$ cat src/rtl/sjf_nonpreemptive_scheduler_core_assert.svh
// ----------------------------------------------------------------------------
// scheduler assertion macros
// shared concurrent assertion forms for the job scheduler rtl
// ----------------------------------------------------------------------------
`ifndef SJF_NONPREEMPTIVE_SCHEDULER_CORE_ASSERT_SVH
`define SJF_NONPREEMPTIVE_SCHEDULER_CORE_ASSERT_SVH

// same-cycle implication
`define SJF_ASSERT_NOW(lbl, ante, cons) \
  lbl: assert property (@(posedge clk) disable iff (!rst_n) (ante) |-> (cons)) \
    else $error("scheduler assertion failed");

// next-cycle implication
`define SJF_ASSERT_NEXT(lbl, ante, cons) \
  lbl: assert property (@(posedge clk) disable iff (!rst_n) (ante) |=> (cons)) \
    else $error("scheduler assertion failed");

`endif

$ cat src/rtl/sjfns_pkg.sv
// ----------------------------------------------------------------------------
// sjfns_pkg
// shared constants and types of the shortest-job-first scheduler
// ----------------------------------------------------------------------------
`default_nettype none

package sjfns_pkg;

  localparam int MAX_JOBS = 16;
  localparam int SLOT_W   = $clog2(MAX_JOBS);
  localparam int CNT_W    = $clog2(MAX_JOBS + 1);
  localparam int NEED_W   = 8;
  localparam int TIME_W   = 16;

  // job status codes
  localparam logic [1:0] JS_EMPTY = 2'd0;
  localparam logic [1:0] JS_WAIT  = 2'd1;
  localparam logic [1:0] JS_RUN   = 2'd2;
  localparam logic [1:0] JS_FIN   = 2'd3;

  // command codes
  localparam logic CMD_ADD  = 1'b0;
  localparam logic CMD_TICK = 1'b1;

  // cell operations
  localparam logic [1:0] OP_NONE = 2'd0;
  localparam logic [1:0] OP_ADD  = 2'd1;
  localparam logic [1:0] OP_RUN  = 2'd2;

  typedef struct packed {
    logic [1:0]        op;
    logic [SLOT_W-1:0] slot;
    logic [NEED_W-1:0] need;
    logic [TIME_W-1:0] arrival;
  } ctl_t;

  typedef struct packed {
    logic              vld;
    logic              have;
    logic [SLOT_W-1:0] pick;
    logic [NEED_W-1:0] best;
  } wave_t;

endpackage

`default_nettype wire

$ cat src/rtl/sjfns_cell.sv
// ----------------------------------------------------------------------------
// sjfns_cell
// one job slot: holds need, arrival and status, and refines the search wave
// ----------------------------------------------------------------------------
`default_nettype none

module sjfns_cell (
  input  wire logic                          clk,
  input  wire logic                          rst_n,
  input  wire logic [sjfns_pkg::SLOT_W-1:0]  idx_i,
  input  wire sjfns_pkg::ctl_t               ctl_i,
  input  wire logic [sjfns_pkg::TIME_W-1:0]  now_i,
  input  wire sjfns_pkg::wave_t              wave_i,
  output sjfns_pkg::wave_t                   wave_o
);
  import sjfns_pkg::*;

  logic [1:0]        status_r;
  logic [1:0]        status_nxt;
  logic [NEED_W-1:0] need_r;
  logic [NEED_W-1:0] need_nxt;
  logic [TIME_W-1:0] arr_r;
  logic [TIME_W-1:0] arr_nxt;
  logic              vld_r;
  wave_t             wave_r;
  logic              hit;
  logic              elig;
  logic              take;
  logic [NEED_W-1:0] need_dec;

  assign hit      = (ctl_i.slot == idx_i);
  assign need_dec = need_r - NEED_W'(1);

  always_comb begin
    status_nxt = status_r;
    need_nxt   = need_r;
    arr_nxt    = arr_r;
    if (hit) begin
      case (ctl_i.op)
        OP_ADD: begin
          need_nxt   = ctl_i.need;
          arr_nxt    = ctl_i.arrival;
          status_nxt = (ctl_i.need == '0) ? JS_FIN : JS_WAIT;
        end
        OP_RUN: begin
          need_nxt   = need_dec;
          status_nxt = (need_dec == '0) ? JS_FIN : JS_RUN;
        end
        default: begin
        end
      endcase
    end
  end

  assign elig = (status_r == JS_WAIT) && (arr_r <= now_i);
  assign take = wave_i.vld && elig && (!wave_i.have || (need_r <= wave_i.best));

  always_ff @(posedge clk) begin
    if (!rst_n) begin
      status_r <= JS_EMPTY;
      vld_r    <= 1'b0;
    end else begin
      status_r <= status_nxt;
      vld_r    <= wave_i.vld;
    end
  end

  always_ff @(posedge clk) begin
    need_r      <= need_nxt;
    arr_r       <= arr_nxt;
    wave_r.vld  <= 1'b0;
    wave_r.have <= wave_i.have | take;
    wave_r.pick <= take ? idx_i : wave_i.pick;
    wave_r.best <= take ? need_r : wave_i.best;
  end

  always_comb begin
    wave_o     = wave_r;
    wave_o.vld = vld_r;
  end

endmodule

`default_nettype wire

$ cat src/rtl/sjf_nonpreemptive_scheduler_core.sv
// ----------------------------------------------------------------------------
// sjf_nonpreemptive_scheduler_core
// non-preemptive shortest-job-first job table with arrival times
// ----------------------------------------------------------------------------
// An add beat completes in the cycle it is accepted, as does a tick while a
// job holds the processor. A tick that must choose a new job sends a search
// wave down the row of sixteen cells, one cell per cycle; busy is high during
// the search. Every beat gives exactly one result, shown on the out_ ports for
// one cycle with out_strobe high the cycle after the beat completes; the
// receiver cannot stall, so the result must be captured in that cycle.
`default_nettype none
`include "sjf_nonpreemptive_scheduler_core_assert.svh"

module sjf_nonpreemptive_scheduler_core (
  input  wire logic                          clk,
  input  wire logic                          rst_n,
  input  wire logic                          start,
  output logic                               busy,
  input  wire logic                          in_cmd,
  input  wire logic [sjfns_pkg::TIME_W-1:0]  in_arrival_time,
  input  wire logic [sjfns_pkg::NEED_W-1:0]  in_need_time,
  output logic                               out_strobe,
  output logic                               out_accepted,
  output logic [3:0]                         out_slot,
  output logic                               out_idle,
  output logic                               out_job_finished,
  output logic [sjfns_pkg::NEED_W-1:0]       out_remaining,
  output logic                               out_all_done,
  output logic [sjfns_pkg::TIME_W-1:0]       out_now
);
  import sjfns_pkg::*;

  localparam logic S_IDLE = 1'b0;
  localparam logic S_SCAN = 1'b1;

  logic              state_r, state_nxt;
  logic [CNT_W-1:0]  job_cnt_r, job_cnt_nxt;
  logic [CNT_W-1:0]  fin_cnt_r, fin_cnt_nxt;
  logic              run_vld_r, run_vld_nxt;
  logic [SLOT_W-1:0] run_slot_r, run_slot_nxt;
  logic [NEED_W-1:0] cur_need_r, cur_need_nxt;
  logic [TIME_W-1:0] time_r, time_nxt;

  logic              strobe_r;
  logic              acc_r, idle_r, fin_r, done_r;
  logic [3:0]        slot_r;
  logic [NEED_W-1:0] rem_r;
  logic [TIME_W-1:0] now_r;

  logic              accept, fire, launch;
  logic              t_go, t_have;
  logic [SLOT_W-1:0] t_pick;
  logic [NEED_W-1:0] t_need, t_rem;
  logic              o_acc, o_idle, o_fin;
  logic [3:0]        o_slot;
  logic [NEED_W-1:0] o_rem;
  ctl_t              ctl;
  wave_t             wave [MAX_JOBS+1];

  assign busy   = (state_r == S_SCAN);
  assign accept = start && !busy;
  assign t_rem  = t_need - NEED_W'(1);

  always_comb begin
    state_nxt    = state_r;
    job_cnt_nxt  = job_cnt_r;
    fin_cnt_nxt  = fin_cnt_r;
    run_vld_nxt  = run_vld_r;
    run_slot_nxt = run_slot_r;
    cur_need_nxt = cur_need_r;
    time_nxt     = time_r;
    ctl          = '0;
    fire         = 1'b0;
    launch       = 1'b0;
    t_go         = 1'b0;
    t_have       = 1'b0;
    t_pick       = '0;
    t_need       = '0;
    o_acc        = 1'b0;
    o_idle       = 1'b0;
    o_fin        = 1'b0;
    o_slot       = '0;
    o_rem        = '0;

    if (accept && in_cmd == CMD_ADD) begin
      fire = 1'b1;
      if (job_cnt_r < CNT_W'(MAX_JOBS)) begin
        ctl.op      = OP_ADD;
        ctl.slot    = job_cnt_r[SLOT_W-1:0];
        ctl.need    = in_need_time;
        ctl.arrival = in_arrival_time;
        job_cnt_nxt = job_cnt_r + CNT_W'(1);
        if (in_need_time == '0) begin
          fin_cnt_nxt = fin_cnt_r + CNT_W'(1);
        end
        o_acc  = 1'b1;
        o_slot = 4'(job_cnt_r[SLOT_W-1:0]);
        o_rem  = in_need_time;
      end
    end

    if (accept && in_cmd == CMD_TICK) begin
      if (run_vld_r) begin
        t_go   = 1'b1;
        t_have = 1'b1;
        t_pick = run_slot_r;
        t_need = cur_need_r;
      end else begin
        launch    = 1'b1;
        state_nxt = S_SCAN;
      end
    end

    if (state_r == S_SCAN && wave[MAX_JOBS].vld) begin
      t_go      = 1'b1;
      t_have    = wave[MAX_JOBS].have;
      t_pick    = wave[MAX_JOBS].pick;
      t_need    = wave[MAX_JOBS].best;
      state_nxt = S_IDLE;
    end

    if (t_go) begin
      fire = 1'b1;
      if (time_r != '1) begin
        time_nxt = time_r + TIME_W'(1);
      end
      if (t_have) begin
        ctl.op       = OP_RUN;
        ctl.slot     = t_pick;
        o_slot       = 4'(t_pick);
        o_rem        = t_rem;
        o_fin        = (t_rem == '0);
        run_vld_nxt  = (t_rem != '0);
        run_slot_nxt = t_pick;
        cur_need_nxt = t_rem;
        if (t_rem == '0) begin
          fin_cnt_nxt = fin_cnt_r + CNT_W'(1);
        end
      end else begin
        o_idle      = 1'b1;
        run_vld_nxt = 1'b0;
      end
    end
  end

  // search wave enters the first cell
  always_comb begin
    wave[0]      = '0;
    wave[0].vld  = launch;
  end

  for (genvar g = 0; g < MAX_JOBS; g++) begin : g_cell
    sjfns_cell u_cell (
      .clk    (clk),
      .rst_n  (rst_n),
      .idx_i  (SLOT_W'(g)),
      .ctl_i  (ctl),
      .now_i  (time_r),
      .wave_i (wave[g]),
      .wave_o (wave[g+1])
    );
  end

  always_ff @(posedge clk) begin
    if (!rst_n) begin
      state_r    <= S_IDLE;
      job_cnt_r  <= '0;
      fin_cnt_r  <= '0;
      run_vld_r  <= 1'b0;
      run_slot_r <= '0;
      time_r     <= '0;
      strobe_r   <= 1'b0;
    end else begin
      state_r    <= state_nxt;
      job_cnt_r  <= job_cnt_nxt;
      fin_cnt_r  <= fin_cnt_nxt;
      run_vld_r  <= run_vld_nxt;
      run_slot_r <= run_slot_nxt;
      time_r     <= time_nxt;
      strobe_r   <= fire;
    end
  end

  always_ff @(posedge clk) begin
    cur_need_r <= cur_need_nxt;
    acc_r      <= o_acc;
    slot_r     <= o_slot;
    idle_r     <= o_idle;
    fin_r      <= o_fin;
    rem_r      <= o_rem;
    done_r     <= (fin_cnt_nxt == job_cnt_nxt);
    now_r      <= time_nxt;
  end

  assign out_strobe       = strobe_r;
  assign out_accepted     = acc_r;
  assign out_slot         = slot_r;
  assign out_idle         = idle_r;
  assign out_job_finished = fin_r;
  assign out_remaining    = rem_r;
  assign out_all_done     = done_r;
  assign out_now          = now_r;

  `SJF_ASSERT_NEXT(a_scan_entry, accept && in_cmd == CMD_TICK && !run_vld_r, busy)
  `SJF_ASSERT_NOW(a_fin_le_cnt, 1'b1, fin_cnt_r <= job_cnt_r)
  `SJF_ASSERT_NOW(a_run_stored, run_vld_r, CNT_W'(run_slot_r) < job_cnt_r)
  `SJF_ASSERT_NOW(a_no_result_in_scan, state_r == S_SCAN, !strobe_r)

endmodule

`default_nettype wire

$ cat config.mk
export PLATFORM = sky130hd
export DESIGN_NAME = sjf_nonpreemptive_scheduler_core
export DESIGN_NICKNAME = d
export VERILOG_FILES = /design/src/rtl/sjfns_pkg.sv /design/src/rtl/sjfns_cell.sv /design/src/rtl/sjf_nonpreemptive_scheduler_core.sv
export VERILOG_INCLUDE_DIRS = /design/src /design/src/rtl
export SDC_FILE = /design/constraint.sdc
export NUM_CORES = 1
export LEC_CHECK = 0
export BUFFER_PORTS_ARGS = -buffer_cell sky130_fd_sc_hd__buf_2
export CORE_MARGIN = 10
export CORE_UTILIZATION = 35
export CTS_CLUSTER_DIAMETER = 30
export DETAILED_ROUTE_END_ITERATION = 10
export SKIP_CTS_REPAIR_TIMING = 1
export SLEW_MARGIN = 20
export SYNTH_ARGS = -nofsm -noshare
export SYNTH_HDL_FRONTEND = slang
export SYNTH_HIERARCHICAL = 1
export SYNTH_SLANG_ARGS = --single-unit
$ cat constraint.sdc
create_clock -name clk -period 5.7 [get_ports clk]
set_clock_uncertainty 0.05 [all_clocks]
set_input_delay 0 -clock clk [delete_from_list [all_inputs] [get_ports clk]]
set_output_delay 0 -clock clk [all_outputs]
set_load 0.02 [all_outputs]
==> results.toml <==
[floorplan]
dieHeight_um = 354
die_w_um = 354
ios = 62
rows = 122
start_util_pct = 35.3
core_area_sq_mm = 0.111
die_area_sq_mm = 0.125

[synth]
synthesis.area_sq_mm = 0.0391
avgSynthCellArea_sq_um = 10.9
synthArstFlopShare_pct = 0
ys_seq_area_share_pct = 46.6
yosys_warnings = 6
synth_seq_cells = 713
synth_edf_count = 392
ys_types = 61
syn_inst = 3598
ys.flop_type = "edfxtp_1"

[setup_path]
crit_chain = "and4b_1, a222oi_1, inv_1, buf_4, xnor2_1, nand4_1, nor2_1, o21ai_0, a31oi_1"
crit_family = "simple AND/OR/NAND/NOR gates"
cp_slowest_cell = "and4b_1"
cp.required_ns = 6.31
critical_path_buf_inv_count = 2
cp-end-kind = "flip-flop"
startpoint_type = "flip-flop"
max_stage_delay_ns = 0.78
cp_max_fo = 18
path_class = "flip-flop to flip-flop"
arrival_ns = 4.56

[cells_and_area]
fin_util_pct = 42.7
fillers = 10400
fin_cells = 5588
mostFrequentLayoutCell = "inv_1"
syn_to_final_growth_pct = 21.1
drive_above_1_share_pct = 15.4
final_cell_mix = "inv_1 (477), ha_1 (454), edfxtp_1 (392), dfxtp_1 (319), a21oi_1 (282)"
nNetsFinal = 4442

[job]
max_cap_viol_count = 0

[sta]
fin_crit_ns = 3.95
finalSetupViolCount = 0
fin_crit_sh_pct = 69.3
tightestPinTransition_ns = 1.11
timing.fmax_ghz = 0.253
setup_tns_ns = 0
final_hold_viol_count = 0
slew_headroom_pct = 25.8
maxSlewViolCount = 0
rsz0062_at_grt = "false"

[grt]
antenna_found_initial = 5
overflow = 0
grt_pass1_wl_um = 157000
grt_max_degree = 65
track_usage_pct = 15.9
first_global_vias = 27500

[placed_design]
numPlacedInstances = 5274
gp_congestion = 0.822
dp_hpwl_um = 66700
portBuffers = 61

[pwr]
p_leak_nw = 18.4
peakVddDrop_mv = 0.204
power_w = 0.0152
powerDensity_mw_per_mm2 = 321

[cts]
numClockSinks = 713
tritoncts = "done"
clk_pin_slew_worst_paths_ns = 0.05
htree_num_levels = 4
cts_buffers = 159
cts_root_buf = "clkbuf_16"
clock_tree.buffer_depth = 3
insertion_delay_ns = 0.74

[detailed_routing]
drt-met1-wl_um = 44700
highest_layer = "met4"
detailroute.wirelength.met2_um = 48000
ant_nets = 0
dr_wl_met3_um = 5400
drt-total-wl_um = 101000
num_vias = 27400
drc_errors = 0
routedWlPerCell_um = 18.1
drt_iter0_drc = 1935
first_pass_iters = 5
viasPerCell = 4.90

[run_status]
status = "completed"

[min_path]
hold_path_class = "primary input to flip-flop"
[final timing paths]
path	startpoint	end	slack, ns	cells after the start
setup / recovery	busy	g_cell[7].u_cell/status_r[0]	1.75	9
hold / removal	in_need_time[3]	out_remaining[3]	0.02	3
setup reg to reg	busy	g_cell[7].u_cell/status_r[0]	1.75	9
hold reg to reg	g_cell[3].u_cell/wave_o[9]	g_cell[4].u_cell/wave_o[9]	0.40	1
[cell type report]
class	count	area (sq um)	area share (%)
multi-input cells	2478	19200	40.5
flip-flops and latches	713	18200	38.5
clock buffers	202	4340	9.18
well taps	1488	1860	3.94
inverters	479	1800	3.80
clock inverters	98	1060	2.23
repair buffers	129	881	1.86
diodes	1	2.50	0.00529
[worst min-delay path, stage by stage]
cell    delay (ns)
buf_2         0.10
and2_2        0.39
a21o_1        0.25
[cells by family after synthesis]
kind of cell | Yosys count | synth area share, %
muxes | 228 | 7.85
adders and majority gates | 454 | 14.5
buffers and inverters | 554 | 5.80
and+or+nand+nor | 891 | 11.8
xor gates and xnor gates | 187 | 4.19
other | 2 | 0.0192
DFF | 713 | 46.6
AOI/OAI and AO/OA | 569 | 9.21
[registers in the layout, indices dropped and copies added (netlist names)]
name and flops:
run_vld_r 1, g_cell.u_cell/vld_r 16, g_cell.u_cell/status_r 32, job_cnt_r 5
out_accepted 1, out_now 16, out_all_done 1, out_remaining 8
out_job_finished 1, out_slot 4, run_slot_r 4, busy 1
cur_need_r 8, g_cell.u_cell/need_r 128, fin_cnt_r 5, out_idle 1
g_cell.u_cell/wave_o 208, out_strobe 1, time_r 16, g_cell.u_cell/arr_r 256
[where the power goes]
part / total (W) / switching [W] / internal (W)
clock network: 0.00900 / 0.00300 / 0.00600
registers: 0.00561 / 0.0000753 / 0.00554
logic: 0.000581 / 0.000329 / 0.000252
[synthesized netlist by cell type, types with 73 or more instances]
master / instances / area share [%]
a21oi_1: 282 / 3.6
and2_1: 73 / 1.2
dfxtp_1: 321 / 16
edfxtp_1: 392 / 30
ha_1: 454 / 15
inv_1: 477 / 4.6
mux2_4: 144 / 5.5
nand2_1: 182 / 1.7
nand4_1: 85 / 1.4
nor2_1: 249 / 2.4
o21ai_0: 100 / 1.3
xnor2_1: 127 / 2.8
[per-stage QoR]
stage	setup WS, ns	area (sq um)	hold slack, ns
4_1_cts	1.72	47200	-0.526
6_report	1.75	47300	0.0176
5_1_grt	1.41	47300	0.00760
3_3_place_gp	1.74	41700	0.269
3_5_place_dp	1.72	41800	0.267
2_1_floorplan	1.88	39600	0.0293
[routing by layer]
layer | track usage, % | vias to the layer above
met2 | 26.7 | 668
met4 | 5.94 | 0
met5 | 0 | -
met3 | 3.20 | 212
met1 | 20.0 | 13100
li1 | - | 13400
(Power assumes the default switching activity.)
